### config.mk
export PLATFORM = sky130hd
export DESIGN_NAME = tbas_ring
export DESIGN_NICKNAME = d
export VERILOG_FILES = /design/src/rtl/core/tbas_pkg.sv /design/src/rtl/core/tbas_ring.sv
export SDC_FILE = /design/constraint.sdc
export NUM_CORES = 2
export LEC_CHECK = 0
export BUFFER_PORTS_ARGS = -buffer_cell sky130_fd_sc_hd__buf_2
export CAP_MARGIN = 20
export CORE_MARGIN = 2
export CORE_UTILIZATION = 55
export CTS_BUF_LIST = sky130_fd_sc_hd__clkbuf_16
export DETAILED_ROUTE_END_ITERATION = 7
export PLACE_DENSITY_LB_ADDON = 0.05
export REMOVE_ABC_BUFFERS = 1
export SLEW_MARGIN = 20
export SYNTH_ARGS = -nofsm -noshare
export SYNTH_HDL_FRONTEND = slang
export SYNTH_SLANG_ARGS = --single-unit
### constraint.sdc
create_clock -name i_clk -period 6.3 [get_ports i_clk]
set_input_delay 0 -clock i_clk [delete_from_list [all_inputs] [get_ports i_clk]]
set_output_delay 0 -clock i_clk [all_outputs]
set_load 0.005 [all_outputs]
### src/rtl/core/tbas_pkg.sv
`timescale 1ns / 1ps
// ============================================================================
// tbas_pkg
// Shared constants, types and helpers for the tared block average unit.
// ============================================================================
package tbas_pkg;

    // Block and history geometry
    localparam int BLOCK_LENGTH  = 4000;
    localparam int HISTORY_DEPTH = 200;

    // Field widths
    localparam int VAL_W      = 13;
    localparam int SAMPLE_W   = 12;
    localparam int TOL_W      = 12;
    localparam int CFG_IDX_W  = 2;
    localparam int CFG_DATA_W = 13;

    // Reset tolerance
    localparam logic [TOL_W-1:0] TOL_RESET = TOL_W'(10);

    // Corrected sample is VAL_W+1 bits signed; reference +/- tolerance fits BAND_W
    localparam int CORR_W = VAL_W + 1;
    localparam int BAND_W = VAL_W + 2;

    // Block accumulator and reciprocal division by BLOCK_LENGTH
    localparam int CNT_W       = $clog2(BLOCK_LENGTH + 1);
    localparam int SUM_W       = CORR_W + $clog2(BLOCK_LENGTH);
    localparam int MAG_W       = SUM_W - 1;
    localparam int BLK_SHIFT   = MAG_W + $clog2(BLOCK_LENGTH);
    localparam int BLK_RECIP_W = MAG_W + 1;
    localparam int BLK_PROD_W  = MAG_W + BLK_RECIP_W;
    localparam logic [BLK_RECIP_W-1:0] BLK_RECIP = BLK_RECIP_W'(
        ((64'd1 << BLK_SHIFT) + 64'(BLOCK_LENGTH) - 64'd1) / 64'(BLOCK_LENGTH));
    localparam int QUO_W       = BAND_W - 1;

    // History ring and reciprocal division by HISTORY_DEPTH
    localparam int HIST_AW      = (HISTORY_DEPTH > 1) ? $clog2(HISTORY_DEPTH) : 1;
    localparam int HSUM_W       = VAL_W + $clog2(HISTORY_DEPTH);
    localparam int HIST_SHIFT   = HSUM_W + $clog2(HISTORY_DEPTH);
    localparam int HIST_RECIP_W = HSUM_W + 1;
    localparam int HIST_PROD_W  = HSUM_W + HIST_RECIP_W;
    localparam logic [HIST_RECIP_W-1:0] HIST_RECIP = HIST_RECIP_W'(
        ((64'd1 << HIST_SHIFT) + 64'(HISTORY_DEPTH) - 64'd1) / 64'(HISTORY_DEPTH));
    localparam int HQUO_W       = VAL_W;
    localparam int OOB_W        = $clog2(HISTORY_DEPTH + 1);

    localparam logic signed [VAL_W-1:0] VAL_MAX = VAL_W'(4095);
    localparam logic signed [VAL_W-1:0] VAL_MIN = VAL_W'(-4096);

    typedef logic signed [VAL_W-1:0] t_val;

    typedef enum logic {
        CMD_SAMPLE = 1'b0,
        CMD_CLEAR  = 1'b1
    } t_cmd;

    typedef enum logic [CFG_IDX_W-1:0] {
        REG_TARE_MODE = 2'd0,
        REG_REFERENCE = 2'd1,
        REG_TOLERANCE = 2'd2
    } t_reg_idx;

    // Ring read side: advance pointer or rewind it on clear
    typedef struct packed {
        logic en;
        logic clr;
    } t_ring_rd;

    // Ring update side
    typedef struct packed {
        logic               en;
        logic               clr;
        logic [HIST_AW-1:0] addr;
        t_val               data;
    } t_ring_wr;

    // Ring status after the update in flight
    typedef struct packed {
        logic signed [HSUM_W-1:0] hsum;
        logic                     uniform;
    } t_ring_stat;

    function automatic t_val sat_val(input logic signed [BAND_W-1:0] v);
        t_val r;
        if (v > BAND_W'(VAL_MAX)) begin
            r = VAL_MAX;
        end else if (v < BAND_W'(VAL_MIN)) begin
            r = VAL_MIN;
        end else begin
            r = v[VAL_W-1:0];
        end
        return r;
    endfunction

endpackage

### src/rtl/core/tbas_ring.sv
`timescale 1ns / 1ps
// ============================================================================
// tbas_ring
// History ring in a synchronous RAM with per-entry valid bits, running sum
// and out-of-band count kept incrementally.
// ============================================================================
module tbas_ring (
    input  logic                            i_clk,
    input  logic                            i_rst_n,
    input  tbas_pkg::t_ring_rd              i_rd,
    input  tbas_pkg::t_ring_wr              i_wr,
    input  tbas_pkg::t_val                  i_ref_level,
    input  logic [tbas_pkg::TOL_W-1:0]      i_tolerance,
    output logic [tbas_pkg::HIST_AW-1:0]    o_rd_addr,
    output tbas_pkg::t_ring_stat            o_stat
);

    tbas_pkg::t_val                           mem [tbas_pkg::HISTORY_DEPTH];
    tbas_pkg::t_val                           r_q;
    logic [tbas_pkg::HISTORY_DEPTH-1:0]       r_valid;
    logic [tbas_pkg::HIST_AW-1:0]             r_rd_ptr;
    logic                                     r_old_vld;
    logic                                     r_fwd;
    tbas_pkg::t_val                           r_fwd_data;
    logic signed [tbas_pkg::HSUM_W-1:0]       r_hsum;
    logic [tbas_pkg::OOB_W-1:0]               r_oob_cnt;
    logic signed [tbas_pkg::BAND_W-1:0]       r_band_hi;
    logic signed [tbas_pkg::BAND_W-1:0]       r_band_lo;

    tbas_pkg::t_val                           old_val;
    logic                                     old_oob;
    logic                                     new_oob;
    logic signed [tbas_pkg::BAND_W-1:0]       new_hi;
    logic signed [tbas_pkg::BAND_W-1:0]       new_lo;
    logic                                     zero_oob;
    logic signed [tbas_pkg::HSUM_W-1:0]       n_hsum;
    logic [tbas_pkg::OOB_W-1:0]               n_oob_cnt;

    assign o_rd_addr = r_rd_ptr;

    // Entry being replaced: forwarded write, stored entry, or zero if never written
    always_comb begin
        if (r_fwd) begin
            old_val = r_fwd_data;
        end else if (r_old_vld) begin
            old_val = r_q;
        end else begin
            old_val = '0;
        end
    end

    assign old_oob = (tbas_pkg::BAND_W'(old_val) > r_band_hi) ||
                     (tbas_pkg::BAND_W'(old_val) < r_band_lo);
    assign new_oob = (tbas_pkg::BAND_W'(i_wr.data) > r_band_hi) ||
                     (tbas_pkg::BAND_W'(i_wr.data) < r_band_lo);

    assign new_hi   = tbas_pkg::BAND_W'(i_ref_level) +
                      $signed(tbas_pkg::BAND_W'(i_tolerance));
    assign new_lo   = tbas_pkg::BAND_W'(i_ref_level) -
                      $signed(tbas_pkg::BAND_W'(i_tolerance));
    assign zero_oob = (new_hi < 0) || (new_lo > 0);

    assign n_hsum    = r_hsum + tbas_pkg::HSUM_W'(i_wr.data)
                              - tbas_pkg::HSUM_W'(old_val);
    assign n_oob_cnt = r_oob_cnt - tbas_pkg::OOB_W'(old_oob) + tbas_pkg::OOB_W'(new_oob);

    always_comb begin
        o_stat.hsum    = i_wr.en ? n_hsum : r_hsum;
        o_stat.uniform = i_wr.en ? (n_oob_cnt == '0) : (r_oob_cnt == '0);
    end

    // RAM: one write port, one registered read port
    always_ff @(posedge i_clk) begin
        if (i_wr.en) begin
            mem[i_wr.addr] <= i_wr.data;
        end
        if (i_rd.en) begin
            r_q <= mem[r_rd_ptr];
        end
    end

    // Read-side hazard capture, held while the update stage stalls
    always_ff @(posedge i_clk) begin
        if (!i_rst_n) begin
            r_old_vld  <= 1'b0;
            r_fwd      <= 1'b0;
        end else if (i_rd.en) begin
            r_old_vld  <= r_valid[r_rd_ptr] && !i_wr.clr;
            r_fwd      <= i_wr.en && (i_wr.addr == r_rd_ptr);
        end
    end

    always_ff @(posedge i_clk) begin
        if (i_rd.en) begin
            r_fwd_data <= i_wr.data;
        end
    end

    always_ff @(posedge i_clk) begin
        if (!i_rst_n) begin
            r_rd_ptr <= '0;
        end else if (i_rd.clr) begin
            r_rd_ptr <= '0;
        end else if (i_rd.en) begin
            if (r_rd_ptr == tbas_pkg::HIST_AW'(tbas_pkg::HISTORY_DEPTH - 1)) begin
                r_rd_ptr <= '0;
            end else begin
                r_rd_ptr <= r_rd_ptr + 1'b1;
            end
        end
    end

    always_ff @(posedge i_clk) begin
        if (!i_rst_n) begin
            r_valid   <= '0;
            r_hsum    <= '0;
            r_oob_cnt <= '0;
            r_band_hi <= tbas_pkg::BAND_W'(tbas_pkg::TOL_RESET);
            r_band_lo <= -$signed(tbas_pkg::BAND_W'(tbas_pkg::TOL_RESET));
        end else if (i_wr.clr) begin
            r_valid   <= '0;
            r_hsum    <= '0;
            r_oob_cnt <= zero_oob ? tbas_pkg::OOB_W'(tbas_pkg::HISTORY_DEPTH) : '0;
            r_band_hi <= new_hi;
            r_band_lo <= new_lo;
        end else if (i_wr.en) begin
            r_valid[i_wr.addr] <= 1'b1;
            r_hsum             <= n_hsum;
            r_oob_cnt          <= n_oob_cnt;
        end
    end

    a_oob_bound: assert property (@(posedge i_clk) disable iff (!i_rst_n)
        r_oob_cnt <= tbas_pkg::OOB_W'(tbas_pkg::HISTORY_DEPTH))
        else $error("out-of-band count above ring depth");

    a_ptr_bound: assert property (@(posedge i_clk) disable iff (!i_rst_n)
        r_rd_ptr <= tbas_pkg::HIST_AW'(tbas_pkg::HISTORY_DEPTH - 1))
        else $error("ring pointer out of range");

    a_clear_empty: assert property (@(posedge i_clk) disable iff (!i_rst_n)
        i_wr.clr |=> (r_hsum == '0) && (r_valid == '0))
        else $error("ring not emptied by clear");

endmodule

After elaboration in Yosys (flattened, before gate mapping)
Memory sizes are Yosys's and may differ from the RTL's. A register that Yosys moved wholly into a read port is not among the register bits.
Cells that the tools add are included.
{ "word_totals": {"word_cells": 56, "memories": 1, "regBits": 280, "ramBits": 2600, "output_inout_bits": 30, "inputBits": 52} }
{ "memory_table": {"columns": ["memory", "words", "word_bits", "rd", "rd_ports_with_merged_regs", "wr", "line", "rtl"], "rows": [
  ["mem", 200, 13, 1, 1, 1, "tbas_ring.sv:18", "tbas_pkg::t_val mem [tbas_pkg::HISTORY_DEPTH];"]
]} }
{ "op_classes": {"muxes": 14, "n_lt_le_gt_ge": 9, "n_bitwise": 2, "n_reduce_logical": 12, "n_eq_ne": 2, "add_sub_neg": 7} }
{ "op_table": {"columns": ["op", "count"], "rows": [
  ["bitwise OR 200 bit", 1],
  ["two-way mux 8 bit", 4],
  ["greater-than comparator 13 x 14 -> 1 bit", 2],
  ["< comparator 13 x 14 -> 1 bit", 2],
  ["two-way mux 13 bit", 2],
  ["adder 21 x 13 -> 21 bit", 1],
  ["two-way mux 21 bit", 1],
  ["subtractor 21 x 13 -> 21 bit", 1],
  ["< comparator 8 x 9 -> 1 bit (second input constant)", 2],
  ["zero test 8 bit", 2],
  ["adder 13 x 13 -> 14 bit", 1],
  ["greater-than comparator 14 x 1 -> 1 bit (second input constant)", 1],
  ["< comparator 14 x 1 -> 1 bit (second input constant)", 1],
  ["subtractor 13 x 13 -> 14 bit", 1],
  ["adder 8 x 1 -> 8 bit", 1],
  ["adder 8 x 1 -> 8 bit (second input constant)", 1],
  ["binary-select mux 1 bit (select 8 bit)", 1],
  ["demux 1 bit (select 8 bit)", 1],
  ["equality test 8 bit", 1],
  ["equality test 8 bit (second input constant)", 1],
  ["greater-or-equal comparator 8 x 1 -> 1 bit (second input constant)", 1],
  ["subtractor 8 x 1 -> 8 bit", 1],
  ["two-way mux 1 bit", 5],
  ["OR reduction 2 bit", 2],
  ["5 further kinds", 9]
]} }

Logic depth before layout (Yosys ltp)
{ "depth": {"depth_word": 8, "mapped_depth": 24, "ltp_nobuf": 23} }

Worst setup path before layout
OpenSTA, ideal clock, no wires.
{ "synth_timing": {"path_kind": "reg-to-reg", "startpoint": "register r_fwd", "endpoint": "register r_oob_cnt[6] (netlist bit)", "setup_slack_ns": 1.813, "synth_period_minus_slack_ns": 4.487, "t_required_ns": 6.176, "setup_ns": 0.124, "stages_incl_launch_ff": 25, "path_buffers": 1, "arrival_ns": 4.363, "path_cell_list": "dfxtp_1 nor2b_1 clkbuf_1 a22o_1 ha_1 and3_1 a221oi_1 nor2b_1 o21ai_0 o211ai_1 a211o_1 a31oi_1 o21ai_0 ha_1 inv_1 ha_1 fa_1 a21oi_1 o21bai_1 a21oi_1 o21bai_1 xnor2_1 nor2_1 a211oi_1 nor3_1"} }
{ "synth_between": {"elab_chain_cells": 7, "elab_cells_between_ends": 8, "cone_classes": "add/sub: 2; order compare: 2; mux: 3; reduce/logical: 1"} }
{ "synth_lines": {"columns": ["item", "line", "rtl"], "rows": [
  ["from (decl)", "tbas_ring.sv:23", "logic r_fwd;"],
  ["from (signal assigned)", "tbas_ring.sv:89", "r_fwd <= i_wr.en && (i_wr.addr == r_rd_ptr);"],
  ["two-way mux 13 bit (*)", "tbas_ring.sv:43", "if (r_fwd) begin"],
  ["greater-than comparator 13 x 14 -> 1 bit / < comparator 13 x 14 -> 1 bit (equally long branches)", "tbas_ring.sv:52, tbas_ring.sv:53", null],
  ["logical OR 1 bit (*)", "tbas_ring.sv:52", "assign old_oob = (tbas_pkg::BAND_W'(old_val) > r_band_hi) ||"],
  ["subtractor 8 x 1 -> 8 bit (*)", "tbas_ring.sv:65", "assign n_oob_cnt = r_oob_cnt - tbas_pkg::OOB_W'(old_oob) + tbas_pkg::OOB_W'(new_oob);"],
  ["adder 8 x 1 -> 8 bit (*)", "tbas_ring.sv:65", null],
  ["two-way mux 8 bit (*)", "tbas_ring.sv:126", "end else if (i_wr.en) begin"],
  ["two-way mux 8 bit (*)", "tbas_ring.sv:120", "end else if (i_wr.clr) begin"],
  ["to (signal assigned)", "tbas_ring.sv:123", "r_oob_cnt <= zero_oob ? tbas_pkg::OOB_W'(tbas_pkg::HISTORY_DEPTH) : '0;"],
  ["to (signal assigned)", "tbas_ring.sv:129", "r_oob_cnt <= n_oob_cnt;"],
  ["to (decl)", "tbas_ring.sv:26", "logic [tbas_pkg::OOB_W-1:0] r_oob_cnt;"]
]} }
Every way passes the cells marked *; elsewhere a longest branch is shown, timed or not. The select of a mux whose other input is x is not followed.
A chain may end at the register's enable or synchronous reset.

==> run_summary.xml <==
<?xml version="1.0" encoding="UTF-8"?>
<metrics>
  <group name="run_status">
    <metric name="run_status" unit="">finished, final reports clean</metric>
  </group>
  <group name="routing">
    <metric name="first_pass_iters" unit="">5</metric>
    <metric name="drc_errors" unit="">0</metric>
    <metric name="vias_per_cell" unit="">6.43</metric>
    <metric name="detail_route.wl_per_cell" unit="um">33.3</metric>
    <metric name="postRouteAntennaNets" unit="">0</metric>
    <metric name="first_iter_violations" unit="">7552</metric>
    <metric name="vias_after_detailed_routing" unit="">59031</metric>
    <metric name="routed_wirelength" unit="um">305000</metric>
  </group>
  <group name="synthesis">
    <metric name="synth.top_cells.by_count" unit="">2626 x sky130_fd_sc_hd__edfxtp_1, 819 x sky130_fd_sc_hd__mux4_2, 440 x sky130_fd_sc_hd__nor2_1, 266 x sky130_fd_sc_hd__dfxtp_1, 153 x sky130_fd_sc_hd__clkbuf_1</metric>
    <metric name="synth_top_cell_area_share" unit="%">68.7</metric>
    <metric name="synth_sequential_area_ratio" unit="%">73.3</metric>
    <metric name="synth.largest_area_cell" unit="">sky130_fd_sc_hd__edfxtp_1</metric>
    <metric name="post-synth-top-count-cell" unit="">sky130_fd_sc_hd__edfxtp_1</metric>
    <metric name="yosys.cell_types.count" unit="">69</metric>
    <metric name="syn_area" unit="um^2">115000</metric>
    <metric name="yosys_warnings" unit="">0</metric>
    <metric name="primary_flip_flop_cell_chosen_by_synthesis_mapping" unit="">sky130_fd_sc_hd__edfxtp_1</metric>
    <metric name="yosys-top-cells-area" unit="">sky130_fd_sc_hd__edfxtp_1 69%, sky130_fd_sc_hd__mux4_2 16%, sky130_fd_sc_hd__dfxtp_1 4.6%</metric>
    <metric name="synth_edf_count" unit="">2626</metric>
    <metric name="synth_seq_cells" unit="">2892</metric>
    <metric name="ys_async_sr_fraction" unit="%">0</metric>
    <metric name="postSynthAreaPerCell" unit="um^2">20.2</metric>
    <metric name="synthesized_netlist_cell_count" unit="">5675</metric>
  </group>
  <group name="grt">
    <metric name="first_pass_grt_wire_length" unit="um">434000</metric>
    <metric name="grt.total_usage" unit="%">29.1</metric>
    <metric name="grt_pass1_vias" unit="">57853</metric>
    <metric name="antenna_violations_before_repair" unit="">14</metric>
    <metric name="grt_max_degree" unit="">154</metric>
    <metric name="grt_overflow" unit="">0</metric>
  </group>
  <group name="placed_design">
    <metric name="final_replace_weighted_congestion" unit="">0.849</metric>
    <metric name="detailed_place_hpwl" unit="um">183000</metric>
    <metric name="detailed_place.area" unit="um^2">120000</metric>
    <metric name="io_buffers" unit="">81</metric>
  </group>
  <group name="clock_network">
    <metric name="cts.htree.levels" unit="">5</metric>
    <metric name="tritoncts" unit="">built</metric>
    <metric name="cts.path.max_buffers" unit="">4</metric>
    <metric name="post_cts.repair.setup_buffers" unit="">0</metric>
    <metric name="clk_root_buffer_cell" unit="">sky130_fd_sc_hd__clkbuf_16</metric>
    <metric name="clock_latency" unit="ns">0.94</metric>
    <metric name="number_of_buffers_added_by_the_clock_tree_synthesis_step" unit="">307</metric>
    <metric name="tritoncts_num_sinks" unit="">2892</metric>
    <metric name="clkSlewWorstSetupHoldPaths" unit="ns">0.06</metric>
  </group>
  <group name="flow_run">
    <metric name="max_cap_violations" unit="">0</metric>
  </group>
  <group name="power">
    <metric name="report.power.total" unit="mW">39.6</metric>
    <metric name="power-per-cell-area" unit="nW/um^2">304</metric>
    <metric name="power.ir.vdd_worst" unit="V">0.000338</metric>
    <metric name="leakagePower" unit="nW">41.9</metric>
  </group>
  <group name="floorplanning">
    <metric name="die_area" unit="um^2">212000</metric>
    <metric name="die_height" unit="um">461</metric>
    <metric name="std_cell_rows" unit="">167</metric>
    <metric name="core_area" unit="um^2">207000</metric>
    <metric name="floorplan.initialDensity" unit="%">55.4</metric>
    <metric name="chipWidth" unit="um">461</metric>
    <metric name="top_level_ports" unit="">82</metric>
  </group>
  <group name="critical_path">
    <metric name="worstPathArrival" unit="ns">5.78</metric>
    <metric name="crit_type" unit="">reg2out</metric>
    <metric name="r2r-end" unit="">r_oob_cnt[6]$_SDFFE_PN0P_</metric>
    <metric name="rr_startpoint" unit="">r_fwd$_SDFFE_PN0P_</metric>
    <metric name="reg2regPathDepth" unit="">24</metric>
    <metric name="r2r_setup_slack" unit="ns">1.34</metric>
    <metric name="worst_setup_path_end_kind" unit="">output pin</metric>
    <metric name="critical_path.startpoint_type" unit="">flop</metric>
    <metric name="worst-endpoint-required" unit="ns">6.30</metric>
    <metric name="crit_fanout" unit="">15</metric>
  </group>
  <group name="timing">
    <metric name="period_share" unit="%">91.7</metric>
    <metric name="max_slew.worst_pin.slew" unit="ns">1.15</metric>
    <metric name="finalClockSkew" unit="ns">0.0474</metric>
    <metric name="final.min_clock_period" unit="ns">5.78</metric>
    <metric name="rsz_0062_raised_after_global_routing" unit="">false</metric>
    <metric name="slew_viol_final" unit="">0</metric>
    <metric name="number_of_endpoints_with_negative_hold_slack_in_the_final_report" unit="">0</metric>
    <metric name="maxClockFrequency" unit="MHz">173</metric>
    <metric name="max-slew-margin-rel" unit="%">23.3</metric>
    <metric name="setup_violations" unit="">0</metric>
  </group>
  <group name="worst_hold_path">
    <metric name="timing.hold.worst_path_depth" unit="">2</metric>
    <metric name="whs_endpoint" unit="">mem[182][9]$_DFFE_PP_</metric>
    <metric name="min-delay-start" unit="">i_wr[9]</metric>
    <metric name="path_category_of_the_worst_min_delay_check" unit="">in2reg</metric>
  </group>
  <group name="final_layout">
    <metric name="post-route-cell-area" unit="um^2">130000</metric>
    <metric name="fin_util" unit="%">62.8</metric>
    <metric name="area_growth_syn_to_layout" unit="%">13.3</metric>
    <metric name="layout_cells_sized_above_1" unit="%">26.0</metric>
    <metric name="final_nets" unit="">6356</metric>
    <metric name="num-fill-cells" unit="">14538</metric>
  </group>
</metrics>
-- final cells by class --
| type | instances | area [um^2] | share of cell area, % |
|---|---|---|---|
| inverters | 94 | 363 | 0.279 |
| multi-input cells | 2376 | 28800 | 22.1 |
| well taps | 2788 | 3490 | 2.68 |
| clock buffers | 315 | 7880 | 6.06 |
| flip-flops and latches | 2892 | 84200 | 64.7 |
| repair buffers | 496 | 4160 | 3.20 |
| diodes | 3 | 7.51 | 0.00577 |
| clock inverters | 216 | 1240 | 0.954 |
-- worst max-delay path by stage --
stage | from | endpoint | slack, ns | cells after the start
3_5_place_dp | r_fwd$_SDFFE_PN0P_ | r_oob_cnt[6]$_SDFFE_PN0P_ | 0.96 | 24
2_1_floorplan | o_rd_addr[0]$_SDFFE_PP0P_ | r_old_vld$_SDFFE_PN0P_ | -25.37 | 6
5_1_grt | r_fwd$_SDFFE_PN0P_ | o_stat[0] | 0.14 | 24
4_1_cts | r_fwd$_SDFFE_PN0P_ | o_stat[0] | 0.06 | 24
3_3_place_gp | r_fwd$_SDFFE_PN0P_ | r_oob_cnt[6]$_SDFFE_PN0P_ | 1.04 | 24
6_report | r_fwd$_SDFFE_PN0P_ | o_stat[0] | 0.52 | 24
-- power by group --
part	leakage (nW)	total, mW	internal (mW)	switching (mW)
Combinational	11.4	1.90	0.758	1.14
Clock	4.81	16.6	9.52	7.12
Sequential	25.8	21.0	21.0	0.0462
-- cell families after synthesis --
| logic type | share of synthesized area [%] |
|---|---|
| compound gates | 3.13 |
| xor+xnor | 0.336 |
| fa+ha+maj | 1.64 |
| buf+inv | 1.70 |
| flops | 73.3 |
| mux | 17.0 |
| simple gates | 2.85 |
-- repair_timing --
item,4_1_cts,5_1_grt
hold buffers,91,0
gates resized for setup,0,2
endpoints found under the setup margin,0,1
endpoints found under the hold margin,1429,0
-- stage by stage --
stage / hold WS (ns) / TNS, ns / worst slack (ns) / std cells
4_1_cts: 0.0126 / 0 / 0.0646 / 9176
3_3_place_gp: 0.355 / 0 / 1.04 / 8554
6_report: 0.0603 / 0 / 0.523 / 9180
5_1_grt: 0.0164 / 0 / 0.143 / 9179
3_5_place_dp: 0.358 / 0 / 0.964 / 8554
2_1_floorplan: 0.0589 / -592.17 / -25.37 / 5362
-- metal layers --
metal | vias up | track usage (%) | share of wire (%)
li1 | 24264 | - | -
met1 | 31725 | 43.7 | 42
met2 | 2573 | 44.6 | 47
met3 | 461 | 4.93 | 8.2
met4 | 8 | 8.32 | 2.9
met5 | - | 0 | 0.019
-- state kept, by name, indices dropped and copies added (netlist names) --
signal	count
r_old_vld	1
r_q	13
r_band_lo	13
r_valid	200
r_fwd_data	13
o_rd_addr	8
mem	2600
r_band_hi	14
r_hsum	21
r_fwd	1
r_oob_cnt	8
-- cell usage in the layout (no fill, tap or decap), types with 17 or more instances in the layout --
cell type                       Yosys  layout
sky130_fd_sc_hd__clkinv_2           0      29
sky130_fd_sc_hd__inv_1             93     184
sky130_fd_sc_hd__mux2_2            25      25
sky130_fd_sc_hd__xnor2_1           34      34
sky130_fd_sc_hd__dlygate4sd3_1      0      91
sky130_fd_sc_hd__a22oi_1           33      33
sky130_fd_sc_hd__nor2_1           440     422
sky130_fd_sc_hd__mux4_2           819     819
sky130_fd_sc_hd__buf_2             55      68
sky130_fd_sc_hd__a211oi_1          40      40
sky130_fd_sc_hd__mux2i_1           82      82
sky130_fd_sc_hd__o211ai_1          19      19
sky130_fd_sc_hd__clkinv_1           0      69
sky130_fd_sc_hd__a22o_1            24      24
sky130_fd_sc_hd__buf_12             0      24
sky130_fd_sc_hd__nand3_1           41      41
sky130_fd_sc_hd__ha_1             114     114
sky130_fd_sc_hd__fa_1              23      23
sky130_fd_sc_hd__edfxtp_1        2626    2626
sky130_fd_sc_hd__o22ai_1           30      30
sky130_fd_sc_hd__nor3_1            23      22
sky130_fd_sc_hd__and2_1            20      20
sky130_fd_sc_hd__nand2_1          127     126
sky130_fd_sc_hd__nor2_2             0      17
sky130_fd_sc_hd__a21oi_1           75      75
sky130_fd_sc_hd__nor2b_1           33      30
sky130_fd_sc_hd__clkbuf_16          0     315
sky130_fd_sc_hd__o21ai_0           48      48
sky130_fd_sc_hd__nand2b_1          20      20
sky130_fd_sc_hd__buf_4             43     299
sky130_fd_sc_hd__o21a_1           139     139
sky130_fd_sc_hd__dfxtp_1          266     259
-- worst max-delay path, stage by stage (launching register included) --
cell and delay, ns:
sky130_fd_sc_hd__dfxtp_1 0.30, sky130_fd_sc_hd__buf_4 0.19, sky130_fd_sc_hd__nor2b_4 0.29, sky130_fd_sc_hd__a22o_1 0.26
sky130_fd_sc_hd__ha_1 0.27, sky130_fd_sc_hd__and3_1 0.19, sky130_fd_sc_hd__a221oi_1 0.32, sky130_fd_sc_hd__nor2b_1 0.09
sky130_fd_sc_hd__o21ai_0 0.15, sky130_fd_sc_hd__o211ai_1 0.11, sky130_fd_sc_hd__a211o_1 0.30, sky130_fd_sc_hd__a31oi_1 0.17
sky130_fd_sc_hd__o21ai_0 0.14, sky130_fd_sc_hd__ha_1 0.30, sky130_fd_sc_hd__inv_1 0.04, sky130_fd_sc_hd__ha_1 0.20
sky130_fd_sc_hd__fa_1 0.44, sky130_fd_sc_hd__a21oi_1 0.16, sky130_fd_sc_hd__o21bai_1 0.11, sky130_fd_sc_hd__a21oi_1 0.16
sky130_fd_sc_hd__o21bai_1 0.09, sky130_fd_sc_hd__xnor2_1 0.20, sky130_fd_sc_hd__nand4_1 0.12, sky130_fd_sc_hd__o21ai_0 0.16
sky130_fd_sc_hd__buf_2 0.13
No activity file was read; power rests on OpenSTA's default activity.
